## config.mk

```make
export PLATFORM = sky130hd
export DESIGN_NAME = x86_call_lea_target_scanner
export DESIGN_NICKNAME = d
export VERILOG_FILES = /design/src/xclts_pkg.sv /design/src/xclts_cfg.sv /design/src/xclts_core.sv /design/src/xclts_outq.sv /design/src/x86_call_lea_target_scanner.sv
export SDC_FILE = /design/constraint.sdc
export NUM_CORES = 1
export LEC_CHECK = 0
export ABC_AREA = 0
export BUFFER_PORTS_ARGS = -buffer_cell sky130_fd_sc_hd__buf_2
export CAP_MARGIN = 20
export CORE_ASPECT_RATIO = 1.2
export CORE_MARGIN = 3
export CORE_UTILIZATION = 45
export DETAILED_ROUTE_END_ITERATION = 8
export PLACE_DENSITY = 0.71
export RECOVER_POWER = 100
export SLEW_MARGIN = 20
export SYNTH_ARGS = -nofsm -noshare
export SYNTH_HDL_FRONTEND = slang
export SYNTH_HIERARCHICAL = 1
export SYNTH_SLANG_ARGS = --single-unit
```

## constraint.sdc

```tcl
create_clock -name clk -period 19.12 [get_ports clk]
set_input_delay 0.956 -clock clk [delete_from_list [all_inputs] [get_ports clk]]
set_output_delay 0.956 -clock clk [all_outputs]
set_load 0.01 [all_outputs]
```

## src/xclts_pkg.sv

```systemverilog
// Shared types and constants for the x86 call / lea target scanner.
// No dependencies; every other file of the block refers to it by scoped names.
package xclts_pkg;

	localparam int OFS_W  = 32;
	localparam int CNT_W  = 33;
	localparam int ADDR_W = 4;

	localparam logic [CNT_W-1:0] CNT_MAX = {CNT_W{1'b1}};

	// opcode and operand bytes
	localparam logic [7:0] OP_CALL    = 8'hE8;
	localparam logic [7:0] REX_W      = 8'h48;
	localparam logic [7:0] REX_WR     = 8'h4C;
	localparam logic [7:0] OP_LEA     = 8'h8D;
	localparam logic [7:0] MODRM_MASK = 8'hC7;
	localparam logic [7:0] MODRM_RIP  = 8'h05;
	localparam logic [7:0] INT3       = 8'hCC;

	// instruction lengths (window lengths)
	localparam logic [2:0] CALL_LEN = 3'd5;
	localparam logic [2:0] LEA_LEN  = 3'd7;

	localparam logic MODE_CALL = 1'b0;
	localparam logic MODE_LEA  = 1'b1;

	localparam logic KIND_HIT  = 1'b0;
	localparam logic KIND_DONE = 1'b1;

	// register indexes (byte address = 4 * index)
	localparam logic [1:0] REG_IMAGE_SIZE = 2'd0;
	localparam logic [1:0] REG_ENTRY      = 2'd1;
	localparam logic [1:0] REG_MAX_BODY   = 2'd2;
	localparam logic [1:0] REG_SCAN_MODE  = 2'd3;

	typedef struct packed {
		logic [OFS_W-1:0] image_size;
		logic [OFS_W-1:0] entry_offset;
		logic [OFS_W-1:0] max_body_bytes;
		logic             scan_mode;
	} cfg_t;

	// all results caused by one byte: an optional hit, then an optional done
	typedef struct packed {
		logic             hit;
		logic             done;
		logic [OFS_W-1:0] site;
		logic [OFS_W-1:0] target;
	} rec_t;

endpackage

```

## src/xclts_cfg.sv

```systemverilog
// APB-style register file of the scanner.
// Depends on xclts_pkg (cfg_t, register indexes).
module xclts_cfg (
	input  logic                          clk,
	input  logic                          arst_n,
	input  logic                          psel,
	input  logic                          penable,
	input  logic                          pwrite,
	input  logic [xclts_pkg::ADDR_W-1:0]  paddr,
	input  logic [31:0]                   pwdata,
	output logic [31:0]                   prdata,
	output logic                          pready,
	output xclts_pkg::cfg_t               cfg
);

	xclts_pkg::cfg_t cfg_q;
	logic            wr_en;
	logic [1:0]      idx;

	assign pready = 1'b1;
	assign wr_en  = psel & penable & pwrite;
	assign idx    = paddr[3:2];
	assign cfg    = cfg_q;

	always_ff @(posedge clk or negedge arst_n) begin
		if (!arst_n) begin
			cfg_q <= '0;
		end else if (wr_en) begin
			unique case (idx)
				xclts_pkg::REG_IMAGE_SIZE: cfg_q.image_size     <= pwdata;
				xclts_pkg::REG_ENTRY:      cfg_q.entry_offset   <= pwdata;
				xclts_pkg::REG_MAX_BODY:   cfg_q.max_body_bytes <= pwdata;
				xclts_pkg::REG_SCAN_MODE:  cfg_q.scan_mode      <= pwdata[0];
				default: ;
			endcase
		end
	end

	always_comb begin
		unique case (idx)
			xclts_pkg::REG_IMAGE_SIZE: prdata = cfg_q.image_size;
			xclts_pkg::REG_ENTRY:      prdata = cfg_q.entry_offset;
			xclts_pkg::REG_MAX_BODY:   prdata = cfg_q.max_body_bytes;
			xclts_pkg::REG_SCAN_MODE:  prdata = {31'd0, cfg_q.scan_mode};
			default:                   prdata = '0;
		endcase
	end

endmodule

```

## src/xclts_core.sv

```systemverilog
// Scan core: input byte register, byte window, counters, site match and
// target check. Emits a result record for each byte with a hit or a done. Depends on xclts_pkg.
module xclts_core (
	input  logic                clk,
	input  logic                arst_n,
	input  xclts_pkg::cfg_t     cfg,
	input  logic                in_valid,
	input  logic [7:0]          in_byte,
	output logic                in_ready,
	input  logic                q_full,
	output logic                push,
	output xclts_pkg::rec_t     push_rec
);

	logic                          vld_s1;
	logic [7:0]                    byte_s1;
	logic [7:0]                    win_q [6];
	logic [xclts_pkg::CNT_W-1:0]   cnt_q;
	logic [xclts_pkg::OFS_W-1:0]   slen_q;
	logic                          sent_q;
	logic                          done_q;

	logic                          fire;
	logic [7:0]                    w [7];
	logic [xclts_pkg::OFS_W-1:0]   rem, cap, blen;
	logic [xclts_pkg::CNT_W-1:0]   n, r, last_cand, last;
	logic                          sent_hit, match, hit, done;
	logic [2:0]                    wl;
	logic [33:0]                   s7, site;
	logic [34:0]                   tsum;
	logic [31:0]                   disp;

	assign fire     = vld_s1 & ~q_full;
	assign in_ready = ~vld_s1 | ~q_full;

	always_comb begin
		for (int i = 0; i < 6; i++) begin
			w[i] = win_q[i];
		end
		w[6] = byte_s1;
	end

	// body length follows the registers until the INT3 run freezes it
	assign rem = (cfg.image_size > cfg.entry_offset) ?
		cfg.image_size - cfg.entry_offset : '0;
	assign cap = (cfg.max_body_bytes < rem) ? cfg.max_body_bytes : rem;

	assign sent_hit = ~sent_q && (cnt_q >= 33'd2) && (cnt_q < {1'b0, cap}) &&
		(w[4] == xclts_pkg::INT3) && (w[5] == xclts_pkg::INT3) &&
		(w[6] == xclts_pkg::INT3);

	always_comb begin
		if (sent_q) begin
			blen = slen_q;
		end else if (sent_hit) begin
			blen = xclts_pkg::OFS_W'(cnt_q - 33'd2);
		end else begin
			blen = cap;
		end
	end

	assign n  = (cnt_q == xclts_pkg::CNT_MAX) ? cnt_q : cnt_q + 33'd1;
	assign wl = (cfg.scan_mode == xclts_pkg::MODE_LEA) ? xclts_pkg::LEA_LEN :
		xclts_pkg::CALL_LEN;
	assign r  = n - 33'(wl);

	// s7 = next-instruction offset
	assign s7   = {2'b00, cfg.entry_offset} + {1'b0, n};
	assign site = s7 - 34'(wl);
	assign disp = {w[6], w[5], w[4], w[3]};
	assign tsum = {1'b0, s7} + {{3{disp[31]}}, disp};

	always_comb begin
		if (cfg.scan_mode == xclts_pkg::MODE_LEA) begin
			match = ((w[0] == xclts_pkg::REX_W) || (w[0] == xclts_pkg::REX_WR)) &&
				(w[1] == xclts_pkg::OP_LEA) &&
				((w[2] & xclts_pkg::MODRM_MASK) == xclts_pkg::MODRM_RIP);
		end else begin
			match = (w[2] == xclts_pkg::OP_CALL);
		end
	end

	assign hit = match && (n >= 33'(wl)) && (r < {1'b0, blen}) &&
		(s7 <= {2'b00, cfg.image_size}) && ~tsum[34] &&
		(tsum[33:0] < {2'b00, cfg.image_size}) &&
		((cfg.scan_mode == xclts_pkg::MODE_LEA) || (tsum[33:0] != '0));

	assign last_cand = {1'b0, blen} + 33'(wl) - 33'd1;
	assign last      = (last_cand < {1'b0, rem}) ? last_cand : {1'b0, rem};
	assign done      = (blen == '0) || (n >= last);

	assign push            = fire & ~done_q & (hit | done);
	assign push_rec.hit    = hit;
	assign push_rec.done   = done;
	assign push_rec.site   = site[xclts_pkg::OFS_W-1:0];
	assign push_rec.target = tsum[xclts_pkg::OFS_W-1:0];

	always_ff @(posedge clk or negedge arst_n) begin
		if (!arst_n) begin
			vld_s1 <= 1'b0;
		end else if (in_ready) begin
			vld_s1 <= in_valid;
		end
	end

	always_ff @(posedge clk) begin
		if (in_ready && in_valid) begin
			byte_s1 <= in_byte;
		end
	end

	always_ff @(posedge clk or negedge arst_n) begin
		if (!arst_n) begin
			for (int i = 0; i < 6; i++) begin
				win_q[i] <= '0;
			end
			cnt_q  <= '0;
			slen_q <= '0;
			sent_q <= 1'b0;
			done_q <= 1'b0;
		end else if (fire && !done_q) begin
			for (int i = 0; i < 6; i++) begin
				win_q[i] <= w[i+1];
			end
			cnt_q <= n;
			if (sent_hit) begin
				sent_q <= 1'b1;
				slen_q <= blen;
			end
			if (done) begin
				done_q <= 1'b1;
			end
		end
	end

endmodule

```

## src/xclts_outq.sv

```systemverilog
// Four-deep result record queue and serializer onto the result stream.
// A record with a hit and a done goes out as two requests. Depends on xclts_pkg.
module xclts_outq (
	input  logic                clk,
	input  logic                arst_n,
	input  logic                push,
	input  xclts_pkg::rec_t     push_rec,
	output logic                full,
	output logic                out_valid,
	input  logic                out_ready,
	output logic [63:0]         out_data,
	output logic                out_kind,
	output logic                out_last
);

	xclts_pkg::rec_t  buf_q [4];
	logic [1:0]       wr_ptr_q, rd_ptr_q;
	logic [2:0]       cnt_q;
	logic             phase_q;
	xclts_pkg::rec_t  head;
	logic             send_hit, take, pop;

	assign head      = buf_q[rd_ptr_q];
	assign full      = (cnt_q == 3'd4);
	assign out_valid = (cnt_q != 3'd0);
	assign send_hit  = head.hit & ~phase_q;

	always_comb begin
		if (send_hit) begin
			out_kind = xclts_pkg::KIND_HIT;
			out_data = {head.target, head.site};
			out_last = ~head.done;
		end else begin
			out_kind = xclts_pkg::KIND_DONE;
			out_data = '0;
			out_last = 1'b1;
		end
	end

	assign take = out_valid & out_ready;
	assign pop  = take & out_last;

	always_ff @(posedge clk) begin
		if (push) begin
			buf_q[wr_ptr_q] <= push_rec;
		end
	end

	always_ff @(posedge clk or negedge arst_n) begin
		if (!arst_n) begin
			wr_ptr_q <= '0;
			rd_ptr_q <= '0;
			cnt_q    <= '0;
			phase_q  <= 1'b0;
		end else begin
			if (push) begin
				wr_ptr_q <= wr_ptr_q + 2'd1;
			end
			if (pop) begin
				rd_ptr_q <= rd_ptr_q + 2'd1;
				phase_q  <= 1'b0;
			end else if (take) begin
				phase_q <= 1'b1;
			end
			cnt_q <= cnt_q + {2'b00, push} - {2'b00, pop};
		end
	end

endmodule

```

## src/x86_call_lea_target_scanner.sv

```systemverilog
// Top level of the x86 call / rip-relative lea target scanner.
// Depends on xclts_pkg, xclts_cfg, xclts_core and xclts_outq.
//
// Usage:
//  - Program image_size, entry_offset, max_body_bytes and scan_mode over the
//    APB port (byte addresses 0x0, 0x4, 0x8, 0xC) while the block is idle.
//  - Stream image bytes on s_axis, one byte per request, starting at the
//    entry offset. Each byte goes into an input register and is scanned from
//    there against the window of the six bytes before it.
//  - m_axis carries results: tuser=0 a hit (site, target), tuser=1 the one
//    done request that ends the scan; tlast marks the last result of a byte.
//  - A byte's results pass the input register and the result queue before they reach m_axis.
//  - Throughput: one byte per cycle while the result queue is not full. The
//    byte that ends the scan with a hit gives two requests on the result
//    port; bytes after done are taken and dropped.
//  - A four-deep result queue sits between scan and result port; s_axis
//    keeps taking bytes while results wait, and stalls only once the queue
//    is full under a stalled m_axis.
//  - Reset clears the registers, window, counters and queue; after reset
//    the body is empty, so the first byte gives the done request only.
module x86_call_lea_target_scanner (
	input  logic                         clk,
	input  logic                         arst_n,
	// image bytes: [7:0] data_byte
	input  logic                         s_axis_tvalid,
	output logic                         s_axis_tready,
	input  logic [7:0]                   s_axis_tdata,
	// results: [31:0] site_offset, [63:32] target_offset
	output logic                         m_axis_tvalid,
	input  logic                         m_axis_tready,
	output logic [63:0]                  m_axis_tdata,
	// results: [0] item_kind
	output logic                         m_axis_tuser,
	output logic                         m_axis_tlast,
	// configuration
	input  logic                         psel,
	input  logic                         penable,
	input  logic                         pwrite,
	input  logic [xclts_pkg::ADDR_W-1:0] paddr,
	input  logic [31:0]                  pwdata,
	output logic [31:0]                  prdata,
	output logic                         pready
);

	xclts_pkg::cfg_t cfg;
	xclts_pkg::rec_t rec;
	logic            push, q_full;

	xclts_cfg u_cfg (
		.clk     (clk),
		.arst_n  (arst_n),
		.psel    (psel),
		.penable (penable),
		.pwrite  (pwrite),
		.paddr   (paddr),
		.pwdata  (pwdata),
		.prdata  (prdata),
		.pready  (pready),
		.cfg     (cfg)
	);

	// window, counters, match and target range check
	xclts_core u_core (
		.clk      (clk),
		.arst_n   (arst_n),
		.cfg      (cfg),
		.in_valid (s_axis_tvalid),
		.in_byte  (s_axis_tdata),
		.in_ready (s_axis_tready),
		.q_full   (q_full),
		.push     (push),
		.push_rec (rec)
	);

	// result queue; splits hit+done records into two requests
	xclts_outq u_outq (
		.clk       (clk),
		.arst_n    (arst_n),
		.push      (push),
		.push_rec  (rec),
		.full      (q_full),
		.out_valid (m_axis_tvalid),
		.out_ready (m_axis_tready),
		.out_data  (m_axis_tdata),
		.out_kind  (m_axis_tuser),
		.out_last  (m_axis_tlast)
	);

endmodule

```

==> impl_metrics.ini, run 1 <==
[synthesis]
ys_ff_latch = 492
synth_cell_types = 103
synth_top_area_cell = edfxtp_1
async_reset_ff_share_pct = 44.7
yosysWarnings = 6
synthCells = 3352
synth_edf_count = 272
synth_area_um2 = 34800
synth-seq-area-share_pct = 39.3
syn_area_per_cell_um2 = 10.4
synth-main-ff-cell = edfxtp_1
synthTopCellsByArea = edfxtp_1 (23%), dfrtp_1 (16%), ha_1 (12%)
synth_top_area_share_pct = 23.5
synthesis.nets = 3741

[hold_path]
whs_path_depth = 2
hold_start = u_core/w[55]
min_path_type = reg2reg
holdPathEnd = u_core/w[55]

[worst_setup_path]
r2r-start = u_cfg/cfg[44]
crit_top_cell = ha_1
required_ns = 19.33
slowest_delay_ns = 0.58
critPathKind = reg2reg
r2r_slack_ns = 1.08
worstPathMaxFanout = 24
arrival_ns = 18.25
r2r_cells = 57
cp-start-kind = flop
end_kind = flop
reg2reg_to = u_outq/buf_q[2][1]
slowest_stage = o21ai_0

[sta]
rsz0062_at_grt = no
postLayoutSetupSlackWorst_ns = 1.08
hold_viol = 0
slew_viol_final = 636
setup_violations = 0
relSlewSlack_pct = -253
maxClockFrequency_mhz = 55.4
max_slew.worst_pin.slew_ns = 5.30
fin_skew_ns = 0.0324
fin_setup_tns_ns = 0
period_needed_ns = 18.04
post-route-period-util_pct = 94.3

[global_route]
grt_max_degree = 93
antenna_found_initial = 3
grt_overflow_total = 0
grt_usage_pct = 25.0
grt_pass1_vias = 26669
grt_first_pass_wirelength_um = 155000

[final_layout]
layout.cells.non_filler = 4526
layout.core_utilization_pct = 49.6
syn_to_final_growth_pct = 9.12
drive_above_1_share_pct = 10.5
nets = 3854

[routing]
wire_per_inst_um = 22.6
drtIter0Drc = 2173
drt-total-wl_um = 102000
remaining_drc_errors = 0
vias = 26883
postRouteAntennaNets = 0
drtPass1Iterations = 5
vias_per_cell = 5.94

[status]
violations = capacitance limit, slew limit
status = finished, violations left

[clock_network]
clk_latency_ns = 0.61
clock_path_buffers = 3
cts_sinks = 492
post_cts_buffers = 0
clkSlewWorstSetupHoldPaths_ns = 0.06
hold_buffers = 0
cts-root-buf = clkbuf_16
cts_buffers = 51
cts_resized = 0
cts_tree = built
h-tree-depth = 2

[run]
maxCapViolCount = 13

[die]
dieHeight_um = 310
die_w_um = 260
initial_core_util_pct = 45.4
ios = 152
rows = 111
fp.coreArea_um2 = 76500
dieArea_um2 = 80600

[placed_design]
dp_cells = 4428
preCtsSetupSlack_ns = 1.68
dpl.hpwl_um = 79100
place.gp.congestion = 0.972
io_buffers = 148

[pwr]
p_per_area_nw_per_um2 = 179
ir_drop_v = 0.000117
power.total_w = 0.00679
p_leak_nw = 16.3
==> per-layer routing <==
metal	up-vias	wire, um	GRT usage [%]
met5	-	13	0
met4	2	6450	13.4
met3	274	5690	2.88
met2	992	49000	42.9
met1	13070	41100	30.9
li1	12545	-	-
==> synth_stat cells, drive strengths merged, types with 6 or more instances <==
cell type	n
o2111ai	6
o21bai	15
a21boi	11
mux2i	97
nor3	82
nor3b	19
o31ai	9
clkbuf	71
or4	19
a21oi	152
xnor2	144
edfxtp	272
and3	21
ha	332
o22ai	15
a2111oi	6
fa	6
mux2	98
nand4	67
xor2	96
a211o	8
mux4	66
a21o	88
a31oi	16
inv	174
a221o	10
nor2	185
nand3	65
o21ai	167
and4	9
nor4	34
or2	11
nor2b	38
or3	34
o211ai	22
a41oi	6
dfrtp	220
o21a	27
a211oi	24
nor4b	6
and2	90
a221oi	7
nand2	338
nand2b	35
buf	65
==> how the worst max path moves through the flow <==
| stage | from | cells after the start | endpoint |
|---|---|---|---|
| 2_1_floorplan | u_cfg/cfg[46] | 69 | u_outq/buf_q[3][0] |
| 4_1_cts | u_cfg/cfg[44] | 59 | u_outq/cnt_q[2] |
| 3_5_place_dp | u_cfg/cfg[44] | 59 | u_outq/cnt_q[2] |
| 5_1_grt | u_cfg/cfg[44] | 65 | u_outq/cnt_q[2] |
| 3_3_place_gp | u_cfg/cfg[44] | 62 | u_outq/cnt_q[2] |
| 6_report | u_cfg/cfg[44] | 57 | u_outq/buf_q[2][1] |
==> cells in the final DEF (no fill, tap or decap), types with 51 or more instances in the layout <==
| master | Yosys | layout |
|---|---|---|
| dfrtp_1 | 220 | 219 |
| clkbuf_1 | 71 | 100 |
| mux2i_1 | 97 | 97 |
| o21ai_0 | 167 | 167 |
| ha_1 | 332 | 332 |
| and2_1 | 90 | 60 |
| nor3_1 | 78 | 78 |
| clkbuf_16 | 0 | 51 |
| xor2_1 | 96 | 96 |
| nand3_1 | 63 | 63 |
| mux2_2 | 65 | 65 |
| inv_1 | 171 | 171 |
| a21oi_1 | 150 | 150 |
| nand2_1 | 337 | 337 |
| a21o_1 | 88 | 88 |
| mux4_2 | 66 | 66 |
| nor2_1 | 185 | 185 |
| xnor2_1 | 144 | 144 |
| edfxtp_1 | 272 | 272 |
| buf_2 | 30 | 72 |
| nand4_1 | 67 | 67 |
==> critical path, delay by kind of cell (launching register included) <==
| family | cells | cell delay, ns |
|---|---|---|
| simple gates | 18 | 6.24 |
| xor+xnor | 1 | 0.15 |
| fa+ha+maj | 5 | 1.46 |
| mux | 1 | 0.21 |
| compound gates | 24 | 7.16 |
| buf+inv | 8 | 1.77 |
| flops | 1 | 0.57 |
==> stage by stage <==
stage | instance area (um^2) | hold slack [ns]
after floorplan | 34800 | 0.438
after global placement | 36500 | 0.452
after detailed placement | 36500 | 0.464
after CTS | 38300 | 0.404
after global routing | 37900 | 0.501
final | 37900 | 0.480
==> power by group <==
group,total [W],switching (W),internal [W]
clock,0.00105,0.000425,0.000622
sequential,0.00159,0.000202,0.00139
combinational,0.00415,0.00248,0.00167
==> sequential cells by signal, indices dropped and copies added (netlist names) <==
name / flops
u_core/done_q: 1
u_outq/rd_ptr_q: 2
u_core/disp: 24
u_outq/buf_q: 264
u_core/w: 23
u_cfg/cfg: 97
u_core/cnt_q: 33
u_core/slen_q: 32
u_outq/cnt_q: 3
u_outq/wr_ptr_q: 2
u_core/byte_s1: 8
u_core/sent_q: 1
u_outq/phase_q: 1
u_core/vld_s1: 1
==> final cells by class <==
type / count / area, um^2
Fill cell: 6977 / 38600
Multi-Input combinational cell: 2550 / 19600
Sequential cell: 492 / 13700
Clock buffer: 65 / 1390
Tap cell: 1017 / 1270
Timing Repair Buffer: 196 / 995
Inverter: 174 / 653
Clock inverter: 29 / 375
Antenna cell: 3 / 7.51
==> cells by family after synthesis <==
logic type | after synthesis | synth area share, %
DFF | 492 | 39.3
and+or+nand+nor | 1078 | 15.9
xor gates and xnor gates | 240 | 6.05
AOI/OAI and AO/OA | 631 | 11.8
adders and majority gates | 338 | 12.3
buffers and inverters | 310 | 4.04
other | 2 | 0.0216
muxes | 261 | 10.6
Note: power is estimated with default switching activity, not from simulation.
==> run 2, diff against run 1 <==
--- a/config.mk
+++ b/config.mk
@@ -12,6 +12,7 @@
 export CORE_MARGIN = 3
 export CORE_UTILIZATION = 45
 export DETAILED_ROUTE_END_ITERATION = 8
+export GPL_TIMING_DRIVEN = 0
 export PLACE_DENSITY = 0.71
 export RECOVER_POWER = 100
 export SLEW_MARGIN = 20
==> run 2 against run 1 <==
  * The flow still finishes with violations (capacitance limit, slew limit)
  * Wire length increased by 12%
  * Flip-flop and latch count unchanged
  * Die area unchanged
  * Fmax decreased by 3.5%
  * Setup slack got worse by 0.65 ns
  * Utilization increased by 1.1 points
  * Via count increased by 3.3%
  * Count of clock-buffer cells in the layout decreased by 7
  * Clock power increased by 8%
  * Cell area increased by 2.2%
  * Register-to-register slack got worse by 0.65 ns
  * Total power increased by 4.4%
  * Critical path type unchanged
  * Highest routed layer unchanged
==> impl_metrics.ini, run 2 (synthesis results as in run 1) <==
[sta]
maxClockFrequency_mhz = 53.5
max_slew.worst_pin.slew_ns = 4.80
postLayoutSetupSlackWorst_ns = 0.432
fin_skew_ns = 0.0327
period_needed_ns = 18.69
relSlewSlack_pct = -220
hold_viol = 0
slew_viol_final = 244
setup_violations = 0
post-route-period-util_pct = 97.7

[routing]
wire_per_inst_um = 24.8
remaining_drc_errors = 0
drt-total-wl_um = 115000
postRouteAntennaNets = 0
drtIter0Drc = 2364
vias_per_cell = 6.01
drtPass1Iterations = 6
vias = 27767

[final_layout]
nets = 3950
final_common_cell = nand2_1
drive_above_1_share_pct = 11.9
design_area_um2 = 38800
top_register = u_outq/buf_q
layout.cells.non_filler = 4622
fillCellCount = 6964
final_cell_mix = nand2_1 (337), ha_1 (332), edfxtp_1 (272), dfrtp_1 (219), nor2_1 (182)
syn_to_final_growth_pct = 11.5
largest_register_ffs = 264

[clock_network]
cts_sinks = 492
cts_buffers = 52
clkSlewWorstSetupHoldPaths_ns = 0.06
cts_tree = built
clock_path_buffers = 3
clk_latency_ns = 0.64
h-tree-depth = 2
cts-root-buf = clkbuf_16

[placed_design]
dp_cells = 4521
place_area_um2 = 37000
place.gp.congestion = 1.02
io_buffers = 146
dpl.hpwl_um = 90700
preCtsSetupSlack_ns = -3.38

[pwr]
switching_power_w = 0.00333
power.total_w = 0.00709
p_leak_nw = 16.6
switching_share_pct = 47.0
ir_drop_v = 0.000114
p_int_w = 0.00376
pwr-share-comb_pct = 61.9
seq_power_share_pct = 22.1
p_per_area_nw_per_um2 = 183
pwr-share-clk_pct = 15.9

[worst_setup_path]
arrival_ns = 19.23
required_ns = 19.66
cp-start-kind = flop
critPathKind = reg2reg
crit_top_cell = ha_1
end_kind = flop
worstPathMaxFanout = 19
slowest_delay_ns = 0.66
slowest_stage = or4_1

[hold_path]
min_path_type = reg2reg

[run]
maxCapViolCount = 6

[die]
fp.coreArea_um2 = 76500
ios = 152
dieHeight_um = 310
dieArea_um2 = 80600
die_w_um = 260
rows = 111
initial_core_util_pct = 45.4

[global_route]
grt_first_pass_wirelength_um = 169000
antenna_found_initial = 3
grt_max_degree = 90
grt_overflow_total = 0
grt_usage_pct = 28.0
grt_pass1_vias = 27563

[status]
violations = capacitance limit, slew limit
status = finished, violations left
## run 2: cell types whose count changed in the layout (fill, tap and decap cells not counted), sizes merged
cell | previous run | this run
inv | 174 | 181
clkbuf | 159 | 216
diode | 3 | 1
clkinvlp | 2 | 6
buf | 102 | 133
clkinv | 19 | 15
bufinv | 8 | 11
## run 2: final cells by class
cell class	instances	area [um^2]	share of cell area (%)
buffer	135	686	1.77
antenna	1	2.50	0.00645
timing repair buffer	156	800	2.06
inverter	174	653	1.68
clock inverter	39	579	1.49
clock buffer	58	1350	3.49
tap	1017	1270	3.28
sequential	492	13700	35.3
multi-input combinational	2550	19800	51.0
## run 2: power by group through the flow
| stage | Combinational [W] | Clock, W | Sequential (W) |
|---|---|---|---|
| final | 0.00439 | 0.00113 | 0.00157 |
| after global routing | 0.00478 | 0.00119 | 0.00158 |
| after CTS | 0.00430 | 0.00115 | 0.00156 |
| after detailed placement | 0.00424 | 0 | 0.00158 |
| after global placement | 0.00417 | 0 | 0.00158 |
| after floorplan | 0.00304 | 0 | 0.00149 |
## run 2: per-stage QoR
step / util, % / hold WS [ns] / TNS, ns
floorplan: - / 0.438 / 0
global placement: 48.1 / 0.457 / -1310.50
detailed placement: 48.3 / 0.464 / -847.83
CTS: 51.0 / 0.326 / 0
global route: 50.7 / 0.479 / -0.389
finish: 50.7 / 0.482 / 0
## run 2: worst paths after layout
path	startpoint	endpoint	slack, ns	depth (start not counted)
worst min-delay path	u_core/slen_q[2]	u_core/slen_q[2]	0.48	2
worst max register to register	u_cfg/cfg[57]	u_outq/cnt_q[2]	0.43	73
max in group asynchronous	arst_n	u_core/w[37]	9.06	3
worst max-delay path	u_cfg/cfg[57]	u_outq/cnt_q[2]	0.43	73
min in group asynchronous	arst_n	u_cfg/cfg[93]	2.01	1
worst min register to register	u_core/slen_q[2]	u_core/slen_q[2]	0.48	2
## run 2: critical path, delay by kind of cell, from the launching register on
kind | cells | cell delay [ns]
AOI/OAI and AO/OA | 23 | 5.79
xor gates and xnor gates | 3 | 0.54
adders and majority gates | 8 | 2.35
buffers and inverters | 15 | 3.43
DFF | 1 | 0.55
muxes | 2 | 0.73
and+or+nand+nor | 22 | 5.11
## run 2: routing by layer
metal,share of wire (%),track usage [%],wire length [um],up-vias
met5,0.016,0,18,-
met1,39,33.4,44300,13620
met3,5.8,3.20,6670,313
li1,-,-,-,12752
met2,48,48.2,55400,1080
met4,7.2,17.6,8210,2
## run 2: what timing repair did
action | 4_1_cts | 5_1_grt
setup endpoints to repair | 274 | 269
hold endpoints to repair | 0 | 0
pin swaps | 1 | 1
resized for setup | 20 | 19
hold buffers | 0 | 0
buffers inserted | 1 | 3
